### config.mk
export PLATFORM = sky130hd
export DESIGN_NAME = greedy_nearest_neighbor_walk_flat
export DESIGN_NICKNAME = d
export VERILOG_FILES = /design/src/hw/rtl/gnnw_pkg.sv /design/src/hw/rtl/gnnw_in_if.sv /design/src/hw/rtl/gnnw_out_if.sv /design/src/hw/rtl/greedy_nearest_neighbor_walk.sv /design/src/hw/rtl/gnnw_ram.sv /design/src/hw/rtl/gnnw_seq.sv /design/src/hw/rtl/gnnw_dp.sv /design/src/flat_wrapper.sv
export VERILOG_INCLUDE_DIRS = /design/src /design/src/hw/rtl
export SDC_FILE = /design/constraint.sdc
export NUM_CORES = 2
export LEC_CHECK = 0
export ABC_AREA = 0
export ABC_CLOCK_PERIOD_IN_PS = 5000
export BUFFER_PORTS_ARGS = -buffer_cell sky130_fd_sc_hd__buf_4
export CAP_MARGIN = 20
export CORE_UTILIZATION = 40
export CTS_BUF_LIST = sky130_fd_sc_hd__clkbuf_8
export CTS_CLUSTER_SIZE = 16
export DETAILED_ROUTE_END_ITERATION = 8
export PLACE_DENSITY = 0.55
export SYNTH_ARGS = -nofsm -noshare
export SYNTH_HDL_FRONTEND = slang
export SYNTH_SLANG_ARGS = --single-unit
### constraint.sdc
create_clock -name clk -period 5 [get_ports clk]
set_input_delay 0.75 -clock clk [delete_from_list [all_inputs] [get_ports clk]]
set_output_delay 0.75 -clock clk [all_outputs]
set_load 0.005 [all_outputs]
### src/hw/rtl/assert_macros.svh
// Assertion macros shared by the RTL files that carry concurrent checks.
// Depends on nothing; users must have clk and rst_n in scope.
`ifndef ASSERT_MACROS_SVH
`define ASSERT_MACROS_SVH

// Same-cycle implication, disabled while reset is asserted.
`define ASSERT_IMP(lbl, ante, cons, msg) \
  lbl: assert property (@(posedge clk) disable iff (!rst_n) (ante) |-> (cons)) \
    else $error(msg);

// Next-cycle implication, disabled while reset is asserted.
`define ASSERT_NXT(lbl, ante, cons, msg) \
  lbl: assert property (@(posedge clk) disable iff (!rst_n) (ante) |=> (cons)) \
    else $error(msg);

`endif

### src/hw/rtl/gnnw_pkg.sv
// Shared types, constants and the control store of the greedy walk engine.
// Depends on nothing; used by every other RTL file of the block but gnnw_ram and assert_macros.svh.
package gnnw_pkg;

  // Default sizes of the matrix store.
  localparam int MAX_NODES_DEF   = 16;
  localparam int WEIGHT_BITS_DEF = 16;

  // Fixed field widths of the channels and the register.
  localparam int KIND_W   = 1;
  localparam int NODE_FW  = 4;
  localparam int WEIGHT_W = 16;
  localparam int STATUS_W = 2;
  localparam int CFG_W    = 5;

  localparam logic [CFG_W-1:0] CFG_RESET = 5'd16;

  // Input item kinds.
  localparam logic [KIND_W-1:0] KIND_LOAD  = 1'b0;
  localparam logic [KIND_W-1:0] KIND_START = 1'b1;

  // Result status codes.
  localparam logic [STATUS_W-1:0] ST_MOVED   = 2'd0;
  localparam logic [STATUS_W-1:0] ST_ARRIVED = 2'd1;
  localparam logic [STATUS_W-1:0] ST_REVISIT = 2'd2;
  localparam logic [STATUS_W-1:0] ST_DEADEND = 2'd3;

  // Microprogram step addresses.
  localparam int STEP_W = 4;
  typedef enum logic [STEP_W-1:0] {
    U_IDLE,
    U_CHECK,
    U_ROW,
    U_SCAN,
    U_HITCHK,
    U_CHOSEN,
    U_SEEN,
    U_MOVE,
    U_ARRIVE,
    U_DEAD,
    U_REVISIT
  } step_t;

  // Datapath operations.
  typedef enum logic [2:0] {
    OP_NONE,
    OP_LOAD,
    OP_ROW_INIT,
    OP_SCAN,
    OP_MOVE
  } op_t;

  // Jump conditions; a true condition jumps to the target, else fall through.
  typedef enum logic [2:0] {
    C_NONE,
    C_ALWAYS,
    C_NOT_START,
    C_START_OUT,
    C_SCAN_MORE,
    C_HIT,
    C_NOT_CHOSEN,
    C_VISITED
  } cond_t;

  // Source of the node field of an emitted result.
  typedef enum logic [1:0] {
    NS_GOAL,
    NS_CUR,
    NS_BEST
  } nsrc_t;

  // One control word.
  typedef struct packed {
    logic                accept;
    op_t                 op;
    cond_t               cond;
    step_t               target;
    logic                emit;
    nsrc_t               nsrc;
    logic [STATUS_W-1:0] status;
    logic                last;
  } ctrl_t;

  // Flags returned by the datapath to the sequencer.
  typedef struct packed {
    logic go;
    logic start_acc;
    logic start_out;
    logic scan_more;
    logic hit;
    logic chosen;
    logic seen;
  } dpstat_t;

  // Control store: one word per step.
  function automatic ctrl_t ucode_rom(step_t step);
    ctrl_t w;
    w        = '0;
    w.op     = OP_NONE;
    w.cond   = C_NONE;
    w.target = U_IDLE;
    w.nsrc   = NS_CUR;
    w.status = ST_MOVED;
    case (step)
      U_IDLE: begin
        w.accept = 1'b1;
        w.op     = OP_LOAD;
        w.cond   = C_NOT_START;
        w.target = U_IDLE;
      end
      U_CHECK: begin
        w.cond   = C_START_OUT;
        w.target = U_DEAD;
      end
      U_ROW: begin
        w.op = OP_ROW_INIT;
      end
      U_SCAN: begin
        w.op     = OP_SCAN;
        w.cond   = C_SCAN_MORE;
        w.target = U_SCAN;
      end
      U_HITCHK: begin
        w.cond   = C_HIT;
        w.target = U_ARRIVE;
      end
      U_CHOSEN: begin
        w.cond   = C_NOT_CHOSEN;
        w.target = U_DEAD;
      end
      U_SEEN: begin
        w.cond   = C_VISITED;
        w.target = U_REVISIT;
      end
      U_MOVE: begin
        w.op     = OP_MOVE;
        w.emit   = 1'b1;
        w.nsrc   = NS_BEST;
        w.status = ST_MOVED;
        w.cond   = C_ALWAYS;
        w.target = U_ROW;
      end
      U_ARRIVE: begin
        w.emit   = 1'b1;
        w.nsrc   = NS_GOAL;
        w.status = ST_ARRIVED;
        w.last   = 1'b1;
        w.cond   = C_ALWAYS;
        w.target = U_IDLE;
      end
      U_DEAD: begin
        w.emit   = 1'b1;
        w.nsrc   = NS_CUR;
        w.status = ST_DEADEND;
        w.last   = 1'b1;
        w.cond   = C_ALWAYS;
        w.target = U_IDLE;
      end
      U_REVISIT: begin
        w.emit   = 1'b1;
        w.nsrc   = NS_BEST;
        w.status = ST_REVISIT;
        w.last   = 1'b1;
        w.cond   = C_ALWAYS;
        w.target = U_IDLE;
      end
      default: begin
        w.cond   = C_ALWAYS;
        w.target = U_IDLE;
      end
    endcase
    return w;
  endfunction

endpackage

### src/hw/rtl/gnnw_in_if.sv
// Input channel: load and start beats with valid/ready handshake.
// Depends on gnnw_pkg for field widths.
interface gnnw_in_if;
  logic                                valid;
  logic                                ready;
  logic [gnnw_pkg::KIND_W-1:0]         kind;
  logic [gnnw_pkg::NODE_FW-1:0]        row;
  logic [gnnw_pkg::NODE_FW-1:0]        col;
  logic signed [gnnw_pkg::WEIGHT_W-1:0] weight;
  logic [gnnw_pkg::NODE_FW-1:0]        start_node;
  logic [gnnw_pkg::NODE_FW-1:0]        goal_node;

  modport source (output valid, kind, row, col, weight, start_node, goal_node, input ready);
  modport sink (input valid, kind, row, col, weight, start_node, goal_node, output ready);
endinterface

### src/hw/rtl/gnnw_out_if.sv
// Result channel: one beat per walk step with valid/ready handshake.
// Depends on gnnw_pkg for field widths.
interface gnnw_out_if;
  logic                          valid;
  logic                          ready;
  logic [gnnw_pkg::NODE_FW-1:0]  node;
  logic [gnnw_pkg::STATUS_W-1:0] status;
  logic                          last;

  modport source (output valid, node, status, last, input ready);
  modport sink (input valid, node, status, last, output ready);
endinterface

### src/hw/rtl/greedy_nearest_neighbor_walk.sv
// Greedy nearest-neighbor walk over a weight matrix held in one RAM.
// Load beats are taken one per cycle while the sequencer is idle; the row scan
// reads one matrix entry per cycle, over the nodes in use, through the single
// read port.
// Reset (synchronous, active low) returns the sequencer to idle, clears the
// visited set and result valid, and sets node_count to 16; the matrix is kept.
`include "assert_macros.svh"

module greedy_nearest_neighbor_walk #(
  parameter int MAX_NODES   = gnnw_pkg::MAX_NODES_DEF,
  parameter int WEIGHT_BITS = gnnw_pkg::WEIGHT_BITS_DEF
) (
  input  logic                       clk,
  input  logic                       rst_n,
  gnnw_in_if.sink                    in_ch,
  gnnw_out_if.source                 out_ch,
  input  logic                       cfg_we,
  input  logic [gnnw_pkg::CFG_W-1:0] cfg_wdata
);

  localparam int CNT_W = $clog2(MAX_NODES + 1);

  logic [gnnw_pkg::CFG_W-1:0] node_count_r;
  logic [CNT_W-1:0]           nc;
  gnnw_pkg::ctrl_t            ctrl;
  gnnw_pkg::dpstat_t          st;

  // Node count register.
  always_ff @(posedge clk) begin
    if (!rst_n) begin
      node_count_r <= gnnw_pkg::CFG_RESET;
    end else if (cfg_we) begin
      node_count_r <= cfg_wdata;
    end
  end

  // Counts above the matrix size act as the matrix size.
  assign nc = (int'(node_count_r) > MAX_NODES) ? CNT_W'(MAX_NODES) : CNT_W'(node_count_r);

  gnnw_seq u_seq (
    .clk   (clk),
    .rst_n (rst_n),
    .st    (st),
    .ctrl  (ctrl)
  );

  gnnw_dp #(
    .MAX_NODES   (MAX_NODES),
    .WEIGHT_BITS (WEIGHT_BITS)
  ) u_dp (
    .clk    (clk),
    .rst_n  (rst_n),
    .ctrl   (ctrl),
    .st     (st),
    .nc     (nc),
    .in_ch  (in_ch),
    .out_ch (out_ch)
  );

  // A search in flight takes no new input beat until its final result.
  `ASSERT_IMP(a_no_accept_mid_walk, out_ch.valid && !out_ch.last, !in_ch.ready, "input taken mid walk")
  // A result is final exactly when its status is not a move.
  `ASSERT_IMP(a_last_matches_status, out_ch.valid, out_ch.last == (out_ch.status != gnnw_pkg::ST_MOVED), "last flag does not match status")
  // Accepting a start beat leaves the idle step.
  `ASSERT_NXT(a_start_leaves_idle, in_ch.valid && in_ch.ready && in_ch.kind == gnnw_pkg::KIND_START, !in_ch.ready, "still ready after start")

endmodule

### src/hw/rtl/gnnw_ram.sv
// Generic single-write, single-read RAM with registered read data.
// Depends on nothing.
module gnnw_ram #(
  parameter int WIDTH = 16,
  parameter int DEPTH = 256
) (
  input  logic                     clk,
  input  logic                     we,
  input  logic [$clog2(DEPTH)-1:0] waddr,
  input  logic [WIDTH-1:0]         wdata,
  input  logic [$clog2(DEPTH)-1:0] raddr,
  output logic [WIDTH-1:0]         rdata
);

  logic [WIDTH-1:0] mem [DEPTH];
  logic [WIDTH-1:0] rdata_r;

  // Write port and registered read port.
  always_ff @(posedge clk) begin
    if (we) begin
      mem[waddr] <= wdata;
    end
    rdata_r <= mem[raddr];
  end

  assign rdata = rdata_r;

endmodule

### src/hw/rtl/gnnw_seq.sv
// Microprogram sequencer: step counter, control store fetch and jumps.
// Depends on gnnw_pkg for the control word, step and condition types.
module gnnw_seq (
  input  logic              clk,
  input  logic              rst_n,
  input  gnnw_pkg::dpstat_t st,
  output gnnw_pkg::ctrl_t   ctrl
);

  localparam int STEP_W = gnnw_pkg::STEP_W;

  gnnw_pkg::step_t upc_r;
  gnnw_pkg::step_t upc_nxt;
  logic            take;

  // Control word of the current step.
  always_comb begin
    ctrl = gnnw_pkg::ucode_rom(upc_r);
  end

  // Jump condition and next step; a stalled step holds.
  always_comb begin
    case (ctrl.cond)
      gnnw_pkg::C_NONE:       take = 1'b0;
      gnnw_pkg::C_ALWAYS:     take = 1'b1;
      gnnw_pkg::C_NOT_START:  take = !st.start_acc;
      gnnw_pkg::C_START_OUT:  take = st.start_out;
      gnnw_pkg::C_SCAN_MORE:  take = st.scan_more;
      gnnw_pkg::C_HIT:        take = st.hit;
      gnnw_pkg::C_NOT_CHOSEN: take = !st.chosen;
      gnnw_pkg::C_VISITED:    take = st.seen;
      default:                take = 1'b1;
    endcase
    upc_nxt = upc_r;
    if (st.go) begin
      upc_nxt = take ? ctrl.target : gnnw_pkg::step_t'(upc_r + STEP_W'(1));
    end
  end

  always_ff @(posedge clk) begin
    if (!rst_n) begin
      upc_r <= gnnw_pkg::U_IDLE;
    end else begin
      upc_r <= upc_nxt;
    end
  end

endmodule

### src/hw/rtl/gnnw_dp.sv
// Walk datapath: matrix store, row scan, visited set and result register.
// Depends on gnnw_pkg, gnnw_in_if, gnnw_out_if and gnnw_ram.
module gnnw_dp #(
  parameter int MAX_NODES   = gnnw_pkg::MAX_NODES_DEF,
  parameter int WEIGHT_BITS = gnnw_pkg::WEIGHT_BITS_DEF
) (
  input  logic                             clk,
  input  logic                             rst_n,
  input  gnnw_pkg::ctrl_t                  ctrl,
  output gnnw_pkg::dpstat_t                st,
  input  logic [$clog2(MAX_NODES+1)-1:0]   nc,
  gnnw_in_if.sink                          in_ch,
  gnnw_out_if.source                       out_ch
);

  localparam int IDX_W  = $clog2(MAX_NODES);
  localparam int CNT_W  = $clog2(MAX_NODES + 1);
  localparam int OUT_W  = gnnw_pkg::NODE_FW;
  localparam int NODE_W = (IDX_W > OUT_W) ? IDX_W : OUT_W;
  localparam int ADDR_W = 2 * IDX_W;
  localparam int DEPTH  = 1 << ADDR_W;

  logic [NODE_W-1:0]             cur_r, cur_nxt;
  logic [OUT_W-1:0]              goal_r, goal_nxt;
  logic [CNT_W-1:0]              j_r, j_nxt;
  logic [IDX_W-1:0]              jd_r, jd_nxt;
  logic                          pv_r, pv_nxt;
  logic [IDX_W-1:0]              best_r, best_nxt;
  logic signed [WEIGHT_BITS-1:0] best_w_r, best_w_nxt;
  logic                          chosen_r, chosen_nxt;
  logic                          hit_r, hit_nxt;
  logic [MAX_NODES-1:0]          visited_r, visited_nxt;
  logic                          out_valid_r, out_valid_nxt;
  logic [OUT_W-1:0]              out_node_r, out_node_nxt;
  logic [gnnw_pkg::STATUS_W-1:0] out_status_r, out_status_nxt;
  logic                          out_last_r, out_last_nxt;

  logic                          go;
  logic                          in_acc;
  logic                          issue;
  logic                          scan_hit;
  logic                          better;
  logic signed [WEIGHT_BITS-1:0] w;
  logic                          ram_we;
  logic [ADDR_W-1:0]             ram_waddr;
  logic [ADDR_W-1:0]             ram_raddr;
  logic [WEIGHT_BITS-1:0]        ram_wdata;
  logic [WEIGHT_BITS-1:0]        ram_rdata;

  // Handshake: a step that emits waits for the result register to free up.
  assign in_ch.ready = ctrl.accept;
  assign in_acc      = in_ch.valid && in_ch.ready;
  assign go          = !(ctrl.emit && out_valid_r && !out_ch.ready);

  // Matrix store, addressed by row and column; loads outside the matrix drop.
  assign ram_we    = in_acc && (in_ch.kind == gnnw_pkg::KIND_LOAD) &&
                     (int'(in_ch.row) < MAX_NODES) && (int'(in_ch.col) < MAX_NODES);
  assign ram_waddr = {IDX_W'(in_ch.row), IDX_W'(in_ch.col)};
  assign ram_wdata = WEIGHT_BITS'(in_ch.weight);
  assign ram_raddr = {IDX_W'(cur_r), j_r[IDX_W-1:0]};

  gnnw_ram #(
    .WIDTH (WEIGHT_BITS),
    .DEPTH (DEPTH)
  ) u_matrix (
    .clk   (clk),
    .we    (ram_we),
    .waddr (ram_waddr),
    .wdata (ram_wdata),
    .raddr (ram_raddr),
    .rdata (ram_rdata)
  );

  // Scan compare on the entry read in the previous cycle.
  assign w        = $signed(ram_rdata);
  assign issue    = j_r < nc;
  assign scan_hit = pv_r && (w != '0) && (int'(jd_r) == int'(goal_r));
  assign better   = (w != '0) && (int'(jd_r) != int'(cur_r)) &&
                    ((best_w_r == '0) || (w < best_w_r));

  // Flags for the sequencer.
  always_comb begin
    st.go        = go;
    st.start_acc = in_acc && (in_ch.kind == gnnw_pkg::KIND_START);
    st.start_out = int'(cur_r) >= int'(nc);
    st.scan_more = (issue || pv_r) && !scan_hit;
    st.hit       = hit_r;
    st.chosen    = chosen_r;
    st.seen      = visited_r[best_r];
  end

  // Next-state logic of the datapath registers.
  always_comb begin
    cur_nxt        = cur_r;
    goal_nxt       = goal_r;
    j_nxt          = j_r;
    jd_nxt         = jd_r;
    pv_nxt         = pv_r;
    best_nxt       = best_r;
    best_w_nxt     = best_w_r;
    chosen_nxt     = chosen_r;
    hit_nxt        = hit_r;
    visited_nxt    = visited_r;
    out_valid_nxt  = out_valid_r;
    out_node_nxt   = out_node_r;
    out_status_nxt = out_status_r;
    out_last_nxt   = out_last_r;

    if (out_ch.ready) begin
      out_valid_nxt = 1'b0;
    end

    if (go) begin
      // Result register load.
      if (ctrl.emit) begin
        out_valid_nxt  = 1'b1;
        out_status_nxt = ctrl.status;
        out_last_nxt   = ctrl.last;
        case (ctrl.nsrc)
          gnnw_pkg::NS_GOAL: out_node_nxt = goal_r;
          gnnw_pkg::NS_BEST: out_node_nxt = OUT_W'(best_r);
          default:           out_node_nxt = OUT_W'(cur_r);
        endcase
      end

      case (ctrl.op)
        gnnw_pkg::OP_LOAD: begin
          if (in_acc && (in_ch.kind == gnnw_pkg::KIND_START)) begin
            cur_nxt     = NODE_W'(in_ch.start_node);
            goal_nxt    = in_ch.goal_node;
            visited_nxt = '0;
          end
        end
        gnnw_pkg::OP_ROW_INIT: begin
          j_nxt      = '0;
          pv_nxt     = 1'b0;
          best_nxt   = '0;
          chosen_nxt = 1'b0;
          hit_nxt    = 1'b0;
        end
        gnnw_pkg::OP_SCAN: begin
          // Issue the next read and judge the entry that came back.
          pv_nxt  = issue;
          hit_nxt = scan_hit;
          if (issue) begin
            j_nxt  = j_r + CNT_W'(1);
            jd_nxt = j_r[IDX_W-1:0];
          end
          if (pv_r && !scan_hit) begin
            // Column zero seeds the candidate weight without counting as a choice.
            if (jd_r == '0) begin
              best_w_nxt = w;
            end else if (better) begin
              best_nxt   = jd_r;
              best_w_nxt = w;
              chosen_nxt = 1'b1;
            end
          end
        end
        gnnw_pkg::OP_MOVE: begin
          visited_nxt[best_r] = 1'b1;
          cur_nxt             = NODE_W'(best_r);
        end
        default: begin
        end
      endcase
    end
  end

  // Control flags, the visited set, cur and best reset; other payload registers do not.
  always_ff @(posedge clk) begin
    if (!rst_n) begin
      out_valid_r <= 1'b0;
      pv_r        <= 1'b0;
      hit_r       <= 1'b0;
      chosen_r    <= 1'b0;
      visited_r   <= '0;
      cur_r       <= '0;
      best_r      <= '0;
    end else begin
      out_valid_r <= out_valid_nxt;
      pv_r        <= pv_nxt;
      hit_r       <= hit_nxt;
      chosen_r    <= chosen_nxt;
      visited_r   <= visited_nxt;
      cur_r       <= cur_nxt;
      best_r      <= best_nxt;
    end
  end

  always_ff @(posedge clk) begin
    goal_r       <= goal_nxt;
    j_r          <= j_nxt;
    jd_r         <= jd_nxt;
    best_w_r     <= best_w_nxt;
    out_node_r   <= out_node_nxt;
    out_status_r <= out_status_nxt;
    out_last_r   <= out_last_nxt;
  end

  assign out_ch.valid  = out_valid_r;
  assign out_ch.node   = out_node_r;
  assign out_ch.status = out_status_r;
  assign out_ch.last   = out_last_r;

endmodule
### src/flat_wrapper.sv
// flat-port wrapper written by rule: the top's interface ports become plain ports
module greedy_nearest_neighbor_walk_flat 
#(
  parameter int MAX_NODES   = gnnw_pkg::MAX_NODES_DEF,
  parameter int WEIGHT_BITS = gnnw_pkg::WEIGHT_BITS_DEF
)
  (clk, rst_n, cfg_we, cfg_wdata, in_ch_valid, in_ch_kind, in_ch_row, in_ch_col, in_ch_weight, in_ch_start_node, in_ch_goal_node, in_ch_ready, out_ch_valid, out_ch_node, out_ch_status, out_ch_last, out_ch_ready);
  gnnw_in_if in_ch_i ();
  gnnw_out_if out_ch_i ();
  input  logic clk;
  input  logic rst_n;
  input  logic cfg_we;
  input  logic [gnnw_pkg::CFG_W-1:0] cfg_wdata;
  input wire logic [$bits(in_ch_i.valid)-1:0] in_ch_valid;
  input wire logic [$bits(in_ch_i.kind)-1:0] in_ch_kind;
  input wire logic [$bits(in_ch_i.row)-1:0] in_ch_row;
  input wire logic [$bits(in_ch_i.col)-1:0] in_ch_col;
  input wire logic [$bits(in_ch_i.weight)-1:0] in_ch_weight;
  input wire logic [$bits(in_ch_i.start_node)-1:0] in_ch_start_node;
  input wire logic [$bits(in_ch_i.goal_node)-1:0] in_ch_goal_node;
  output wire logic [$bits(in_ch_i.ready)-1:0] in_ch_ready;
  output wire logic [$bits(out_ch_i.valid)-1:0] out_ch_valid;
  output wire logic [$bits(out_ch_i.node)-1:0] out_ch_node;
  output wire logic [$bits(out_ch_i.status)-1:0] out_ch_status;
  output wire logic [$bits(out_ch_i.last)-1:0] out_ch_last;
  input wire logic [$bits(out_ch_i.ready)-1:0] out_ch_ready;
  assign in_ch_i.valid = in_ch_valid;
  assign in_ch_i.kind = in_ch_kind;
  assign in_ch_i.row = in_ch_row;
  assign in_ch_i.col = in_ch_col;
  assign in_ch_i.weight = in_ch_weight;
  assign in_ch_i.start_node = in_ch_start_node;
  assign in_ch_i.goal_node = in_ch_goal_node;
  assign in_ch_ready = in_ch_i.ready;
  assign out_ch_valid = out_ch_i.valid;
  assign out_ch_node = out_ch_i.node;
  assign out_ch_status = out_ch_i.status;
  assign out_ch_last = out_ch_i.last;
  assign out_ch_i.ready = out_ch_ready;
  greedy_nearest_neighbor_walk #(.MAX_NODES(MAX_NODES), .WEIGHT_BITS(WEIGHT_BITS)) u_core (.clk(clk), .rst_n(rst_n), .in_ch(in_ch_i), .out_ch(out_ch_i), .cfg_we(cfg_we), .cfg_wdata(cfg_wdata));
endmodule
==> results.sh <==
export IMPL_wire_per_inst_um=33.77
export IMPL_synthDistinctLibCells=80
export IMPL_power_density_nw_per_um2=428.4
export IMPL_grt_most_used_layer="met2"
export IMPL_cts_sinks=4185
export IMPL_hpwl_mm=284.0
export IMPL_start_util=0.4022
export IMPL_worstSetupPathType="reg -> reg"
export IMPL_antenna_found_initial=42
export IMPL_cts_tree="done"
export IMPL_finalSetupViolCount=0
export IMPL_nFillCells=33820
export IMPL_drc=0
export IMPL_crit_path_end_kind="register"
export IMPL_clk_insertion_delay_late_ns=1.28
export IMPL_critPathMaxStageDelay_ns=1.10
export IMPL_max_cap_violations=0
export IMPL_cts_root_buf="clkbuf_8"
export IMPL_grt_pass1_wl_mm=665.9
export IMPL_synth_xor_xnor_area_share=0.0005941
export IMPL_synthMuxAreaShare=0.1597
export IMPL_syn_nets=7474
export IMPL_synth_simple_gate_area_frac=0.01740
export IMPL_critPathMaxFanout=41
export IMPL_r2r_cells=8
export IMPL_die_area_um2=408000
export IMPL_dp_cells=13000
export IMPL_synth_top_area_frac=0.7651
export IMPL_grt_pass1_vias=84070
export IMPL_start_kind="register"
export IMPL_path_delay_family="compound AO/OA/AOI/OAI gates"
export IMPL_dr_pass1_iters=6
export IMPL_path_clk_slew_ns=0.06
export IMPL_required_ns=6.14
export IMPL_layout_nets=8381
export IMPL_synth_top_family_by_area="multiplexers"
export IMPL_synth_seq_cells=4185
export IMPL_core_area_um2=403200
export IMPL_place_gp_congestion=0.8766
export IMPL_min_period_ns=4.519
export IMPL_yosysTopAreaCell="edfxtp_1"
export IMPL_drv_slew=0
export IMPL_die_h_um=638.7
export IMPL_use_met3=0.04528
export IMPL_hold_end="u_core.u_dp.u_matrix.mem[201][9]"
export IMPL_hold_depth=1
export IMPL_hp_class="in -> reg"
export IMPL_vias=83510
export IMPL_synth_edf_count=4132
export IMPL_status="completed"
export IMPL_fmax_mhz=221.3
export IMPL_synthFlopType="edfxtp_1"
export IMPL_postCtsHoldBufs=34
export IMPL_routed_wl_mm=481.5
export IMPL_htreeDepth=6
export IMPL_worstMarginPinSlew_ns=1.363
export IMPL_die_w_um=638.7
export IMPL_synthAdderAreaFrac=0.002160
export IMPL_final_hold_viol_count=0
export IMPL_area_delta_synth_final_pct=13.99
export IMPL_num_rows=233
export IMPL_worstHoldStart="in_ch_weight[9]"
export IMPL_synthTopCellsByArea="edfxtp_1 (77%), mux4_2 (13%), mux2i_1 (2.4%)"
export IMPL_crit_arrival_ns=5.66
export IMPL_async_reset_ff_frac=0
export IMPL_via_per_inst=5.858
export IMPL_fin_cells=14260
export IMPL_yosysSeqAreaShare=0.7717
export IMPL_vdd_drop_max_mv=0.2778
export IMPL_reg2reg_from="u_core.u_dp.j_r[0]"
export IMPL_synth_compound_area_share=0.03074
export IMPL_yosysWarnings=0
export IMPL_cts_resized=0
export IMPL_ios=52
export IMPL_post_route_period_util=0.9039
export IMPL_rrSetupSlack_ns=0.48
export IMPL_final_common_cell="edfxtp_1"
export IMPL_rsz0062_at_grt="false"
export IMPL_setup_tns_ns=0
export IMPL_crit_chain="buf_12, buf_12, buf_4, mux4_2, mux4_2, a221oi_1, o21ai_1, and3_1"
export IMPL_place_port_buffers=51
export IMPL_slowest_stage="a221oi_1"
export IMPL_fin_skew_ns=0.1130
export IMPL_overflow=0
export IMPL_cp_buffers_inverters=3
export IMPL_grtUsageMet2=0.3667
export IMPL_final_cell_mix="edfxtp_1 (4,132), mux4_2 (967), clkbuf_8 (690)"
export IMPL_met1_usage=0.3264
export IMPL_grt_usage=0.2323
export IMPL_p_leak_nw=58.98
export IMPL_cts_buffers_inserted=674
export IMPL_cts_setup_buffers=0
export IMPL_syn_inst=7403
export IMPL_clk_path_buf_depth=4
export IMPL_netlist_area_um2=162200
export IMPL_syn_area_per_cell_um2=21.91
export IMPL_antenna_left=0
export IMPL_timing_rr_end="u_core.u_dp.u_matrix.rdata[0]"
export IMPL_slew_limit_headroom=0.09105
export IMPL_layout_drive_gt1_share=0.2976
export IMPL_first_iter_violations=10630
export IMPL_startpoint="u_core.u_dp.j_r[0]"
export IMPL_grt_max_degree=162
-- kinds of logic after synthesis --
logic type               after synthesis
flip-flops                          4185
buffers and inverters                458
AO/OA/AOI/OAI                        711
multiplexers                        1363
AND/OR/NAND/NOR                      647
adder cells (fa/ha/maj)               28
XOR/XNOR                              11
-- power by group --
group          switching [W]  total [W]  internal [W]
registers           0.000198     0.0389        0.0387
logic                0.00828     0.0133       0.00499
clock network         0.0137     0.0270        0.0132
total                 0.0222     0.0792        0.0570
-- Yosys cell counts, types with 12 or more instances --
cell,number
nor2b_1,20
dfxtp_1,53
nand2_1,115
ha_1,28
o211ai_1,15
buf_4,36
buf_1,26
nand3_1,40
clkbuf_1,173
mux2i_1,381
a211oi_1,43
nor4_1,19
buf_6,86
buf_2,83
a21oi_1,134
edfxtp_1,4132
o21ai_0,84
mux4_2,967
o22ai_1,113
nor3_1,63
nor2_1,336
o221ai_1,162
buf_8,16
a22oi_1,18
inv_1,29
a221oi_1,12
-- final cells by class --
type                            instances  area (µm²)  share of cell area
Antenna cell                           12       30.03           0.0001624
Clock buffer                          683        9400             0.05085
Clock inverter                        521        2665             0.01442
Inverter                               32       135.1           0.0007310
Multi-Input combinational cell       2760       34750              0.1880
Sequential cell                      4185      125100              0.6770
Tap cell                             5405        6763             0.03658
Timing Repair Buffer                  657        5964             0.03227
-- per-stage QoR --
stage | total power [W] | instance area, µm² | util | hold WS, ns | setup slack, ns
3_3_place_gp | 0.05272 | 172400 | 0.4275 | 0.4422 | 0.7447
2_1_floorplan | 0.04713 | 162200 | - | 0.4224 | 1.519
5_1_grt | 0.08154 | 184800 | 0.4584 | 0.06097 | 0.3497
6_report | 0.07920 | 184900 | 0.4585 | 0.1040 | 0.4806
3_5_place_dp | 0.05281 | 172400 | 0.4276 | 0.4625 | 0.7275
4_1_cts | 0.07965 | 184800 | 0.4584 | 0.009782 | 0.7014
-- metal layers --
metal,share of wire,vias up
li1,-,33410
met3,0.083,816
met5,0.00014,-
met2,0.47,4095
met1,0.41,45180
met4,0.033,10
-- registers in the layout, summed over array words and instances (netlist names), 2 cells and up --
signal / count
u_core.node_count_r: 5
u_core.u_dp.best_r: 4
u_core.u_dp.best_w_r: 16
u_core.u_dp.cur_r: 4
u_core.u_dp.goal_r: 4
u_core.u_dp.j_r: 5
u_core.u_dp.jd_r: 4
u_core.u_dp.out_ch.node: 4
u_core.u_dp.out_ch.status: 2
u_core.u_dp.u_matrix.mem: 4096
u_core.u_dp.u_matrix.rdata: 16
u_core.u_dp.visited_r: 16
u_core.u_seq.upc_r: 4
-- worst max-delay path by stage --
| stage | end | slack, ns | cells after the start |
|---|---|---|---|
| after floorplan | u_core.u_dp.best_w_r[0] | 1.52 | 7 |
| after global placement | u_core.u_dp.u_matrix.rdata[0] | 0.74 | 8 |
| after detailed placement | u_core.u_dp.u_matrix.rdata[0] | 0.73 | 8 |
| after CTS | u_core.u_dp.u_matrix.rdata[0] | 0.70 | 8 |
| after global routing | u_core.u_dp.u_matrix.rdata[0] | 0.35 | 8 |
| final | u_core.u_dp.u_matrix.rdata[0] | 0.48 | 8 |
Power figures use the tool's default switching activity.
